**config.mk**
```make
export PLATFORM = sky130hd
export DESIGN_NAME = sha256_stream_hasher_top
export DESIGN_NICKNAME = d
export VERILOG_FILES = /design/src/rtl/sha256_pkg.sv /design/src/rtl/sha256_datapath.sv /design/src/rtl/sha256_ctrl.sv /design/src/rtl/sha256_stream_hasher_top.sv
export SDC_FILE = /design/constraint.sdc
export NUM_CORES = 2
export LEC_CHECK = 0
export ABC_AREA = 1
export BUFFER_PORTS_ARGS = -buffer_cell sky130_fd_sc_hd__buf_4
export CORE_ASPECT_RATIO = 0.8
export CORE_MARGIN = 5
export CORE_UTILIZATION = 45
export CTS_BUF_LIST = sky130_fd_sc_hd__clkbuf_4 sky130_fd_sc_hd__clkbuf_8
export CTS_CLUSTER_DIAMETER = 120
export DETAILED_ROUTE_END_ITERATION = 7
export PLACE_DENSITY = 0.58
export SLEW_MARGIN = 20
export SYNTH_ARGS = -nofsm -noshare
export SYNTH_HDL_FRONTEND = slang
export SYNTH_SLANG_ARGS = --single-unit
```
**constraint.sdc**
```tcl
create_clock -name clk -period 18.8 [get_ports clk]
set_input_delay 2.82 -clock clk [delete_from_list [all_inputs] [get_ports clk]]
set_output_delay 2.82 -clock clk [all_outputs]
set_load 0.1 [all_outputs]
```
**src/rtl/sha256_pkg.sv**
```systemverilog
// Package for the SHA-256 stream hasher: round constants, initial hash values,
// command and status structs shared by controller and datapath. No dependencies.
package sha256_pkg;

  localparam int unsigned WordW = 32;

  typedef logic [WordW-1:0] word_t;

  localparam word_t RoundK [64] = '{
    32'h428a2f98, 32'h71374491, 32'hb5c0fbcf, 32'he9b5dba5,
    32'h3956c25b, 32'h59f111f1, 32'h923f82a4, 32'hab1c5ed5,
    32'hd807aa98, 32'h12835b01, 32'h243185be, 32'h550c7dc3,
    32'h72be5d74, 32'h80deb1fe, 32'h9bdc06a7, 32'hc19bf174,
    32'he49b69c1, 32'hefbe4786, 32'h0fc19dc6, 32'h240ca1cc,
    32'h2de92c6f, 32'h4a7484aa, 32'h5cb0a9dc, 32'h76f988da,
    32'h983e5152, 32'ha831c66d, 32'hb00327c8, 32'hbf597fc7,
    32'hc6e00bf3, 32'hd5a79147, 32'h06ca6351, 32'h14292967,
    32'h27b70a85, 32'h2e1b2138, 32'h4d2c6dfc, 32'h53380d13,
    32'h650a7354, 32'h766a0abb, 32'h81c2c92e, 32'h92722c85,
    32'ha2bfe8a1, 32'ha81a664b, 32'hc24b8b70, 32'hc76c51a3,
    32'hd192e819, 32'hd6990624, 32'hf40e3585, 32'h106aa070,
    32'h19a4c116, 32'h1e376c08, 32'h2748774c, 32'h34b0bcb5,
    32'h391c0cb3, 32'h4ed8aa4a, 32'h5b9cca4f, 32'h682e6ff3,
    32'h748f82ee, 32'h78a5636f, 32'h84c87814, 32'h8cc70208,
    32'h90befffa, 32'ha4506ceb, 32'hbef9a3f7, 32'hc67178f2
  };

  localparam word_t StartH [8] = '{
    32'h6a09e667, 32'hbb67ae85, 32'h3c6ef372, 32'ha54ff53a,
    32'h510e527f, 32'h9b05688c, 32'h1f83d9ab, 32'h5be0cd19
  };

  localparam logic [7:0] PadByte = 8'h80;
  localparam logic [5:0] LenPos = 6'd56;

  // Sources for the byte written into the block buffer.
  localparam logic [1:0] SrcData = 2'd0;
  localparam logic [1:0] SrcPad = 2'd1;
  localparam logic [1:0] SrcZero = 2'd2;
  localparam logic [1:0] SrcLen = 2'd3;

  typedef struct packed {
    logic       wr_en;      // shift one byte into the block buffer, advance fill
    logic [1:0] wr_src;
    logic       count_bit;  // add eight to the bit count
    logic       start;      // load working registers, begin 64 rounds
    logic       round;      // run one round
    logic       finish;     // fold working registers into the hash
    logic       clear;      // return hash, fill and bit count to reset
  } dp_cmd_t;

  typedef struct packed {
    logic [5:0] fill;
    logic       round_done;
  } dp_stat_t;

  function automatic word_t rotr(input word_t v, input int unsigned n);
    rotr = (v >> n) | (v << (WordW - n));
  endfunction

endpackage

```
**src/rtl/sha256_datapath.sv**
```systemverilog
// SHA-256 datapath: message schedule window that also collects the block bytes,
// working variables, hash words and counters. Depends on sha256_pkg.
module sha256_datapath (
  input  logic                 clk,
  input  logic                 rst,
  input  sha256_pkg::dp_cmd_t  cmd,
  input  logic [7:0]           data_byte,
  input  logic [2:0]           rd_index,
  output sha256_pkg::dp_stat_t stat,
  output sha256_pkg::word_t    rd_word
);
  import sha256_pkg::*;

  logic [5:0]  fill;
  logic [63:0] bit_count;
  word_t       hash [8];
  word_t       v [8];
  word_t       w [16];
  logic [5:0]  rnd;
  logic        round_done;
  logic [7:0]  wr_byte;
  logic [2:0]  len_sel;
  word_t       w_cur, s0, s1, w_new, big0, big1, ch, maj, t1, t2;

  // Length bytes land at positions 56..63, most significant first.
  assign len_sel = 3'd7 - fill[2:0];

  always_comb begin
    case (cmd.wr_src)
      SrcData: wr_byte = data_byte;
      SrcPad:  wr_byte = PadByte;
      SrcZero: wr_byte = 8'h00;
      SrcLen:  wr_byte = bit_count[{len_sel, 3'b000} +: 8];
      default: wr_byte = 8'h00;
    endcase
  end

  // The schedule window shifts each round: w[0] is the word for this round.
  assign w_cur = w[0];
  assign s0 = rotr(w[1], 7) ^ rotr(w[1], 18) ^ (w[1] >> 3);
  assign s1 = rotr(w[14], 17) ^ rotr(w[14], 19) ^ (w[14] >> 10);
  assign w_new = w[0] + s0 + w[9] + s1;

  assign big1 = rotr(v[4], 6) ^ rotr(v[4], 11) ^ rotr(v[4], 25);
  assign ch = (v[4] & v[5]) ^ (~v[4] & v[6]);
  assign t1 = v[7] + big1 + ch + RoundK[rnd] + w_cur;
  assign big0 = rotr(v[0], 2) ^ rotr(v[0], 13) ^ rotr(v[0], 22);
  assign maj = (v[0] & v[1]) ^ (v[0] & v[2]) ^ (v[1] & v[2]);
  assign t2 = big0 + maj;

  // Block bytes shift in at the low end of the window, so after the 64th byte
  // the first byte of the block sits at the top of w[0].
  always_ff @(posedge clk) begin
    if (cmd.wr_en) begin
      for (int i = 0; i < 15; i++) begin
        w[i] <= {w[i][23:0], w[i+1][31:24]};
      end
      w[15] <= {w[15][23:0], wr_byte};
    end else if (cmd.round) begin
      for (int i = 0; i < 15; i++) begin
        w[i] <= w[i+1];
      end
      w[15] <= w_new;
    end
  end

  always_ff @(posedge clk) begin
    if (cmd.start) begin
      for (int i = 0; i < 8; i++) begin
        v[i] <= hash[i];
      end
    end else if (cmd.round) begin
      v[7] <= v[6];
      v[6] <= v[5];
      v[5] <= v[4];
      v[4] <= v[3] + t1;
      v[3] <= v[2];
      v[2] <= v[1];
      v[1] <= v[0];
      v[0] <= t1 + t2;
    end
  end

  always_ff @(posedge clk) begin
    if (rst || cmd.clear) begin
      for (int i = 0; i < 8; i++) begin
        hash[i] <= StartH[i];
      end
      fill <= '0;
      bit_count <= '0;
      rnd <= '0;
      round_done <= 1'b0;
    end else begin
      if (cmd.finish) begin
        for (int i = 0; i < 8; i++) begin
          hash[i] <= hash[i] + v[i];
        end
      end
      if (cmd.wr_en) begin
        fill <= fill + 6'd1;
      end
      if (cmd.count_bit) begin
        bit_count <= bit_count + 64'd8;
      end
      if (cmd.start) begin
        rnd <= '0;
        round_done <= 1'b0;
      end else if (cmd.round) begin
        rnd <= rnd + 6'd1;
        round_done <= (rnd == 6'd63);
      end
    end
  end

  assign stat.fill = fill;
  assign stat.round_done = round_done;
  assign rd_word = hash[rd_index];

endmodule

```
**src/rtl/sha256_ctrl.sv**
```systemverilog
// SHA-256 controller: sequences byte intake, padding, compressions and the
// digest output. Depends on sha256_pkg.
module sha256_ctrl (
  input  logic                 clk,
  input  logic                 rst,
  input  logic                 in_valid,
  input  logic                 in_has_byte,
  input  logic                 in_is_last,
  output logic                 in_ready,
  input  logic                 out_ready,
  output logic                 out_valid,
  output logic [2:0]           out_index,
  input  sha256_pkg::dp_stat_t stat,
  output sha256_pkg::dp_cmd_t  cmd
);
  import sha256_pkg::*;

  localparam logic [2:0] StIdle = 3'd0;
  localparam logic [2:0] StRun = 3'd1;
  localparam logic [2:0] StPadZero = 3'd2;
  localparam logic [2:0] StLen = 3'd3;
  localparam logic [2:0] StOut = 3'd4;
  localparam logic [2:0] StPadMark = 3'd5;

  logic [2:0] state, state_next;
  logic       final_pending, final_pending_next;  // zero padding resumes after this block
  logic       mark_pending, mark_pending_next;    // pad mark still owed after this block
  logic       len_block, len_block_next;          // block in flight holds the length
  logic [2:0] idx, idx_next;
  logic       cmd_started;

  assign in_ready = (state == StIdle);
  assign out_valid = (state == StOut);
  assign out_index = idx;

  always_comb begin
    state_next = state;
    final_pending_next = final_pending;
    mark_pending_next = mark_pending;
    len_block_next = len_block;
    idx_next = idx;
    cmd = '0;
    cmd.wr_src = SrcData;
    case (state)
      StIdle: begin
        if (in_valid) begin
          if (in_has_byte) begin
            cmd.wr_en = 1'b1;
            cmd.count_bit = 1'b1;
          end
          final_pending_next = 1'b0;
          mark_pending_next = in_is_last;
          len_block_next = 1'b0;
          if (in_has_byte && stat.fill == 6'd63) begin
            state_next = StRun;
          end else if (in_is_last) begin
            state_next = StPadMark;
          end
        end
      end
      StPadMark: begin
        cmd.wr_en = 1'b1;
        cmd.wr_src = SrcPad;
        mark_pending_next = 1'b0;
        // A mark in the last byte fills the block before any zero.
        if (stat.fill == 6'd63) begin
          final_pending_next = 1'b1;
          state_next = StRun;
        end else begin
          final_pending_next = 1'b0;
          state_next = StPadZero;
        end
      end
      StPadZero: begin
        // Zero up to the length field, or to the block end when the mark
        // left no room for the length.
        if (stat.fill == LenPos && !final_pending) begin
          state_next = StLen;
        end else begin
          cmd.wr_en = 1'b1;
          cmd.wr_src = SrcZero;
          if (stat.fill == 6'd63) begin
            final_pending_next = 1'b1;
            state_next = StRun;
          end else if (stat.fill < LenPos) begin
            final_pending_next = 1'b0;
          end else begin
            final_pending_next = 1'b1;
          end
        end
      end
      StLen: begin
        cmd.wr_en = 1'b1;
        cmd.wr_src = SrcLen;
        if (stat.fill == 6'd63) begin
          len_block_next = 1'b1;
          state_next = StRun;
        end
      end
      StRun: begin
        // The first cycle here loads the working registers.
        if (!cmd_started) begin
          cmd.start = 1'b1;
        end else if (!stat.round_done) begin
          cmd.round = 1'b1;
        end else begin
          cmd.finish = 1'b1;
          if (len_block) begin
            idx_next = '0;
            state_next = StOut;
          end else if (mark_pending) begin
            state_next = StPadMark;
          end else if (final_pending) begin
            state_next = StPadZero;
          end else begin
            state_next = StIdle;
          end
        end
      end
      StOut: begin
        if (out_ready) begin
          idx_next = idx + 3'd1;
          if (idx == 3'd7) begin
            cmd.clear = 1'b1;
            state_next = StIdle;
          end
        end
      end
      default: state_next = StIdle;
    endcase
  end

  // Tracks whether the load cycle of the current compression has passed.
  always_ff @(posedge clk) begin
    if (rst) begin
      cmd_started <= 1'b0;
    end else begin
      cmd_started <= (state_next == StRun) && (state == StRun);
    end
  end

  always_ff @(posedge clk) begin
    if (rst) begin
      state <= StIdle;
      final_pending <= 1'b0;
      mark_pending <= 1'b0;
      len_block <= 1'b0;
      idx <= '0;
    end else begin
      state <= state_next;
      final_pending <= final_pending_next;
      mark_pending <= mark_pending_next;
      len_block <= len_block_next;
      idx <= idx_next;
    end
  end

endmodule

```
**src/rtl/sha256_stream_hasher_top.sv**
```systemverilog
// Top level of the SHA-256 stream hasher: controller plus datapath.
// Depends on sha256_pkg, sha256_ctrl and sha256_datapath.
//
//   channel  dir  tdata                         tuser  tlast
//   s_axis   in   [7:0] data_byte, [8] has_byte  -      is_last
//   m_axis   out  [31:0] digest_word             [2:0] word_index  last_word
//
// A byte item is taken only in the idle state; a full block then runs the load,
// the 64 rounds and the fold in the single round unit while input waits. A last
// item pads byte by byte, runs one or two compressions, then shows eight words,
// one per accepted output cycle. Reset is synchronous; output stalls hold the
// word.
module sha256_stream_hasher_top (
  input  logic        clk,
  input  logic        rst,
  input  logic        s_axis_tvalid,
  output logic        s_axis_tready,
  input  logic [15:0] s_axis_tdata,   // [7:0] data_byte, [8] has_byte, rest zero
  input  logic        s_axis_tlast,
  output logic        m_axis_tvalid,
  input  logic        m_axis_tready,
  output logic [31:0] m_axis_tdata,   // [31:0] digest_word
  output logic [2:0]  m_axis_tuser,   // [2:0] word_index
  output logic        m_axis_tlast
);
  import sha256_pkg::*;

  dp_cmd_t  cmd;
  dp_stat_t stat;
  logic [2:0] idx;

  sha256_ctrl u_ctrl (
    .clk         (clk),
    .rst         (rst),
    .in_valid    (s_axis_tvalid),
    .in_has_byte (s_axis_tdata[8]),
    .in_is_last  (s_axis_tlast),
    .in_ready    (s_axis_tready),
    .out_ready   (m_axis_tready),
    .out_valid   (m_axis_tvalid),
    .out_index   (idx),
    .stat        (stat),
    .cmd         (cmd)
  );

  sha256_datapath u_dp (
    .clk       (clk),
    .rst       (rst),
    .cmd       (cmd),
    .data_byte (s_axis_tdata[7:0]),
    .rd_index  (idx),
    .stat      (stat),
    .rd_word   (m_axis_tdata)
  );

  assign m_axis_tuser = idx;
  assign m_axis_tlast = (idx == 3'd7);

endmodule

```
==> flow_metrics.env <==
export IMPL_die_w_um=483
export IMPL_final_util_pct=49.0
export IMPL_dieHeight_um=388
export IMPL_dr_wl_met3_mm=47.7
export IMPL_finalNetCount=10674
export IMPL_area_growth_pct=8.13
export IMPL_min_delay_start="u_ctrl.final_pending$_SDFFE_PP0P_"
export IMPL_drt_initial_drc_count=10736
export IMPL_tns_ps=0
export IMPL_grt_pass1_vias=66568
export IMPL_ioPinCount=59
export IMPL_switchingPower_mw=7.06
export IMPL_p_clk_share_pct=17.5
export IMPL_tightestPinTransition_ps=1580
export IMPL_cts_tree="built"
export IMPL_peakVddDrop_v=0.000150
export IMPL_intPower_mw=6.82
export IMPL_rsz0062_at_grt="no"
export IMPL_worst_hold_slack_ps=483
export IMPL_fin_cells=12608
export IMPL_p_leak_nw=36.7
export IMPL_synthesis_nets=10747
export IMPL_maxSlewViolCount=2
export IMPL_post_cts_setup_buffers=0
export IMPL_finalHoldViolCount=0
export IMPL_crit_fanout=36
export IMPL_ant_nets=0
export IMPL_drt_total_wl_mm=334
export IMPL_routabilityCongestion=1.06
export IMPL_detail_route_first_pass_iterations=8
export IMPL_critical_path_max_stage_delay_ps=900
export IMPL_ys_seq_elements=1111
export IMPL_cts_made_buffers=194
export IMPL_syn_area_um2=80400
export IMPL_violations="max-capacitance violations, max-slew violations"
export IMPL_cap_viol_max_count=1
export IMPL_yosys_area_top_type="edfxtp_1"
export IMPL_via_per_inst=5.85
export IMPL_fin_skew_ps=111
export IMPL_ys_seq_area_share_pct=40.4
export IMPL_post_cts_resized=0
export IMPL_relSlewSlack_pct=-6.74
export IMPL_async_reset_ff_share_pct=0
export IMPL_drc=0
export IMPL_reg2reg_from="u_dp.rnd[2]$_SDFFE_PP0P_"
export IMPL_outcome="finished, violations left"
export IMPL_maxUsedRoutingLayer="met5"
export IMPL_gr_total_overflow=0
export IMPL_via_count=73808
export IMPL_clock_latency_ps=1040
export IMPL_synth_edf_count=1024
export IMPL_reg2reg_depth=32
export IMPL_synth_top_area_share_pct=38.2
export IMPL_cts_hold_buf=0
export IMPL_worst_setup_path_type="flop to flop"
export IMPL_htree_levels=4
export IMPL_p_comb_share_pct=58.9
export IMPL_rows=138
export IMPL_crit_path_end_kind="flop"
export IMPL_synthTopCellsByCount="nand2_1 (2,560), inv_1 (1,343), o21ai_0 (1,124), edfxtp_1 (1,024), nor2_1 (755)"
export IMPL_syn_avg_cell_area_um2=7.94
export IMPL_p_sw_share_pct=50.8
export IMPL_synth_flop_cell="edfxtp_1"
export IMPL_fill_cells=17624
export IMPL_avgRoutedWirePerCell_um=26.5
export IMPL_worst_setup_path_start_kind="flop"
export IMPL_cts_sinks=1111
export IMPL_wl_met1_mm=155
export IMPL_grt_antenna_before_repair=19
export IMPL_setup_violations=0
export IMPL_r2r_end="u_dp.v[0][19]$_DFFE_PP_"
export IMPL_cp_required_ps=19490
export IMPL_p_per_area_nw_per_um2=160
export IMPL_path_clk_slew_ps=60
export IMPL_portBuffers=51
export IMPL_min_to="u_ctrl.final_pending$_SDFFE_PP0P_"
export IMPL_dr_wl_met2_mm=123
export IMPL_synth_most_common_cell="nand2_1"
export IMPL_die_area_um2=187000
export IMPL_grt_pass1_wl_mm=473
export IMPL_clock_path_buffers=3
export IMPL_dp_hpwl_mm=260
export IMPL_grt_max_degree=267
export IMPL_core_area_um2=177000
export IMPL_crit_path_top_delay_cell="dfxtp_2"
export IMPL_multiInputGateArea_um2=41300
export IMPL_drive_above_1_share_pct=5.54
export IMPL_period_share_pct=53.6
export IMPL_syn_inst=10135
export IMPL_worst_ep_arrival_time_ps=10760
export IMPL_cp_common_cell="inv_1"
export IMPL_min_period_ps=10070
export IMPL_r2r_slack_ps=8730
export IMPL_initial_core_util_pct=45.4
export IMPL_ff_latch_area_um2=32500
export IMPL_placedCellCount=12245
export IMPL_cts_root_buf="clkbuf_8"
export IMPL_yosys_cell_types_count=67
export IMPL_seq_power_share_pct=23.6
export IMPL_netlist_top_cells_area="edfxtp_1 (38%), nand2_1 (12%), o21ai_0 (7.0%)"
export IMPL_grt_usage_pct=34.6
export IMPL_clock_fmax_mhz=99.3
export IMPL_ys_warn_count=0
export IMPL_hold_path_class="flop to flop"
export IMPL_hold_depth=2
[cells in the final DEF, fill, tap and decap left out, types with 93 or more instances in the layout]
| cell type | netlist | final |
|---|---|---|
| nand2_1 | 2560 | 2557 |
| inv_1 | 1343 | 1340 |
| o21ai_0 | 1124 | 1116 |
| edfxtp_1 | 1024 | 1024 |
| nor2_1 | 755 | 754 |
| a21oi_1 | 666 | 666 |
| ha_1 | 396 | 396 |
| nand3_1 | 367 | 366 |
| clkbuf_8 | 0 | 196 |
| fa_1 | 195 | 195 |
| xor2_1 | 194 | 194 |
| xnor2_1 | 157 | 157 |
| buf_4 | 2 | 116 |
| nor3_1 | 98 | 98 |
| nand4_1 | 93 | 93 |
[cell type report]
type / count / area share, %
timing repair buffer: 122 / 1.14
clock inverter: 88 / 0.991
antenna: 8 / 0.0230
sequential: 1111 / 37.4
multi-input combinational: 7276 / 47.5
clock buffer: 266 / 3.71
inverter: 1357 / 5.88
tap: 2380 / 3.42
[worst max path at each step]
stage | startpoint | end | slack [ps] | depth (start not counted)
6_report | u_dp.rnd[2]$_SDFFE_PP0P_ | u_dp.v[0][19]$_DFFE_PP_ | 8730 | 32
5_1_grt | u_dp.rnd[2]$_SDFFE_PP0P_ | u_dp.v[0][19]$_DFFE_PP_ | 8380 | 32
4_1_cts | u_dp.rnd[2]$_SDFFE_PP0P_ | u_dp.v[0][19]$_DFFE_PP_ | 9080 | 32
3_5_place_dp | u_dp.rnd[2]$_SDFFE_PP0P_ | u_dp.v[0][19]$_DFFE_PP_ | 9170 | 32
3_3_place_gp | u_dp.rnd[2]$_SDFFE_PP0P_ | u_dp.v[0][19]$_DFFE_PP_ | 9090 | 32
2_1_floorplan | s_axis_tdata[8] | u_dp.w[0][0]$_DFFE_PP_ | 3270 | 6
[power groups by stage]
stage	registers [mW]	clock network (mW)	logic (mW)
finish	3.27	2.43	8.18
global route	3.28	2.58	8.87
CTS	3.26	2.47	7.91
detailed placement	3.31	0	7.85
global placement	3.31	0	7.87
floorplan	3.23	0	5.30
[logic make-up (layout without fill, tap and decap cells)]
kind of cell	after synthesis	after routing	synth area share [%]
adder cells (fa/ha/maj)	591	591	11.0
XOR/XNOR	351	351	3.82
other	0	8	0
buffers and inverters	1748	1833	8.34
flip-flops	1111	1111	40.4
AND/OR/NAND/NOR	4029	4029	20.6
AO/OA/AOI/OAI	2305	2305	15.9
[registers in the layout, summed over array words and instances, names as in the netlist, named ones only]
register and count:
u_ctrl.len_block 1, u_ctrl.final_pending 1, u_ctrl.cmd_started 1, u_dp.v 256, u_dp.fill 6, u_dp.round_done 1, u_ctrl.out_index 3, u_dp.w 512
u_ctrl.state 3, u_dp.rnd 6, u_dp.bit_count 61, u_ctrl.mark_pending 1, u_dp.hash 256
[metrics by stage]
step / power [mW] / setup WS [ps] / area, um^2
after floorplan: 8.53 / 3270 / 80400
after global placement: 11.2 / 9090 / 82800
after detailed placement: 11.2 / 9170 / 82800
after CTS: 13.6 / 9080 / 86900
after global routing: 14.7 / 8380 / 87000
final: 13.9 / 8730 / 87000
[per-layer routing]
metal / vias up / global-route usage, %
met5: - / 0
met2: 4191 / 43.5
met1: 35347 / 54.7
met4: 6 / 7.91
li1: 33808 / -
met3: 456 / 13.0
[worst max-delay path: cells and delay by family, from the launching register on]
family                     cells  cell delay (ps)
xor gates and xnor gates       2              960
DFF                            1              900
AOI/OAI and AO/OA              8             2400
buffers and inverters          8              970
adders and majority gates      7             2870
and+or+nand+nor                7             1640
Power figures use the tool's default switching activity.
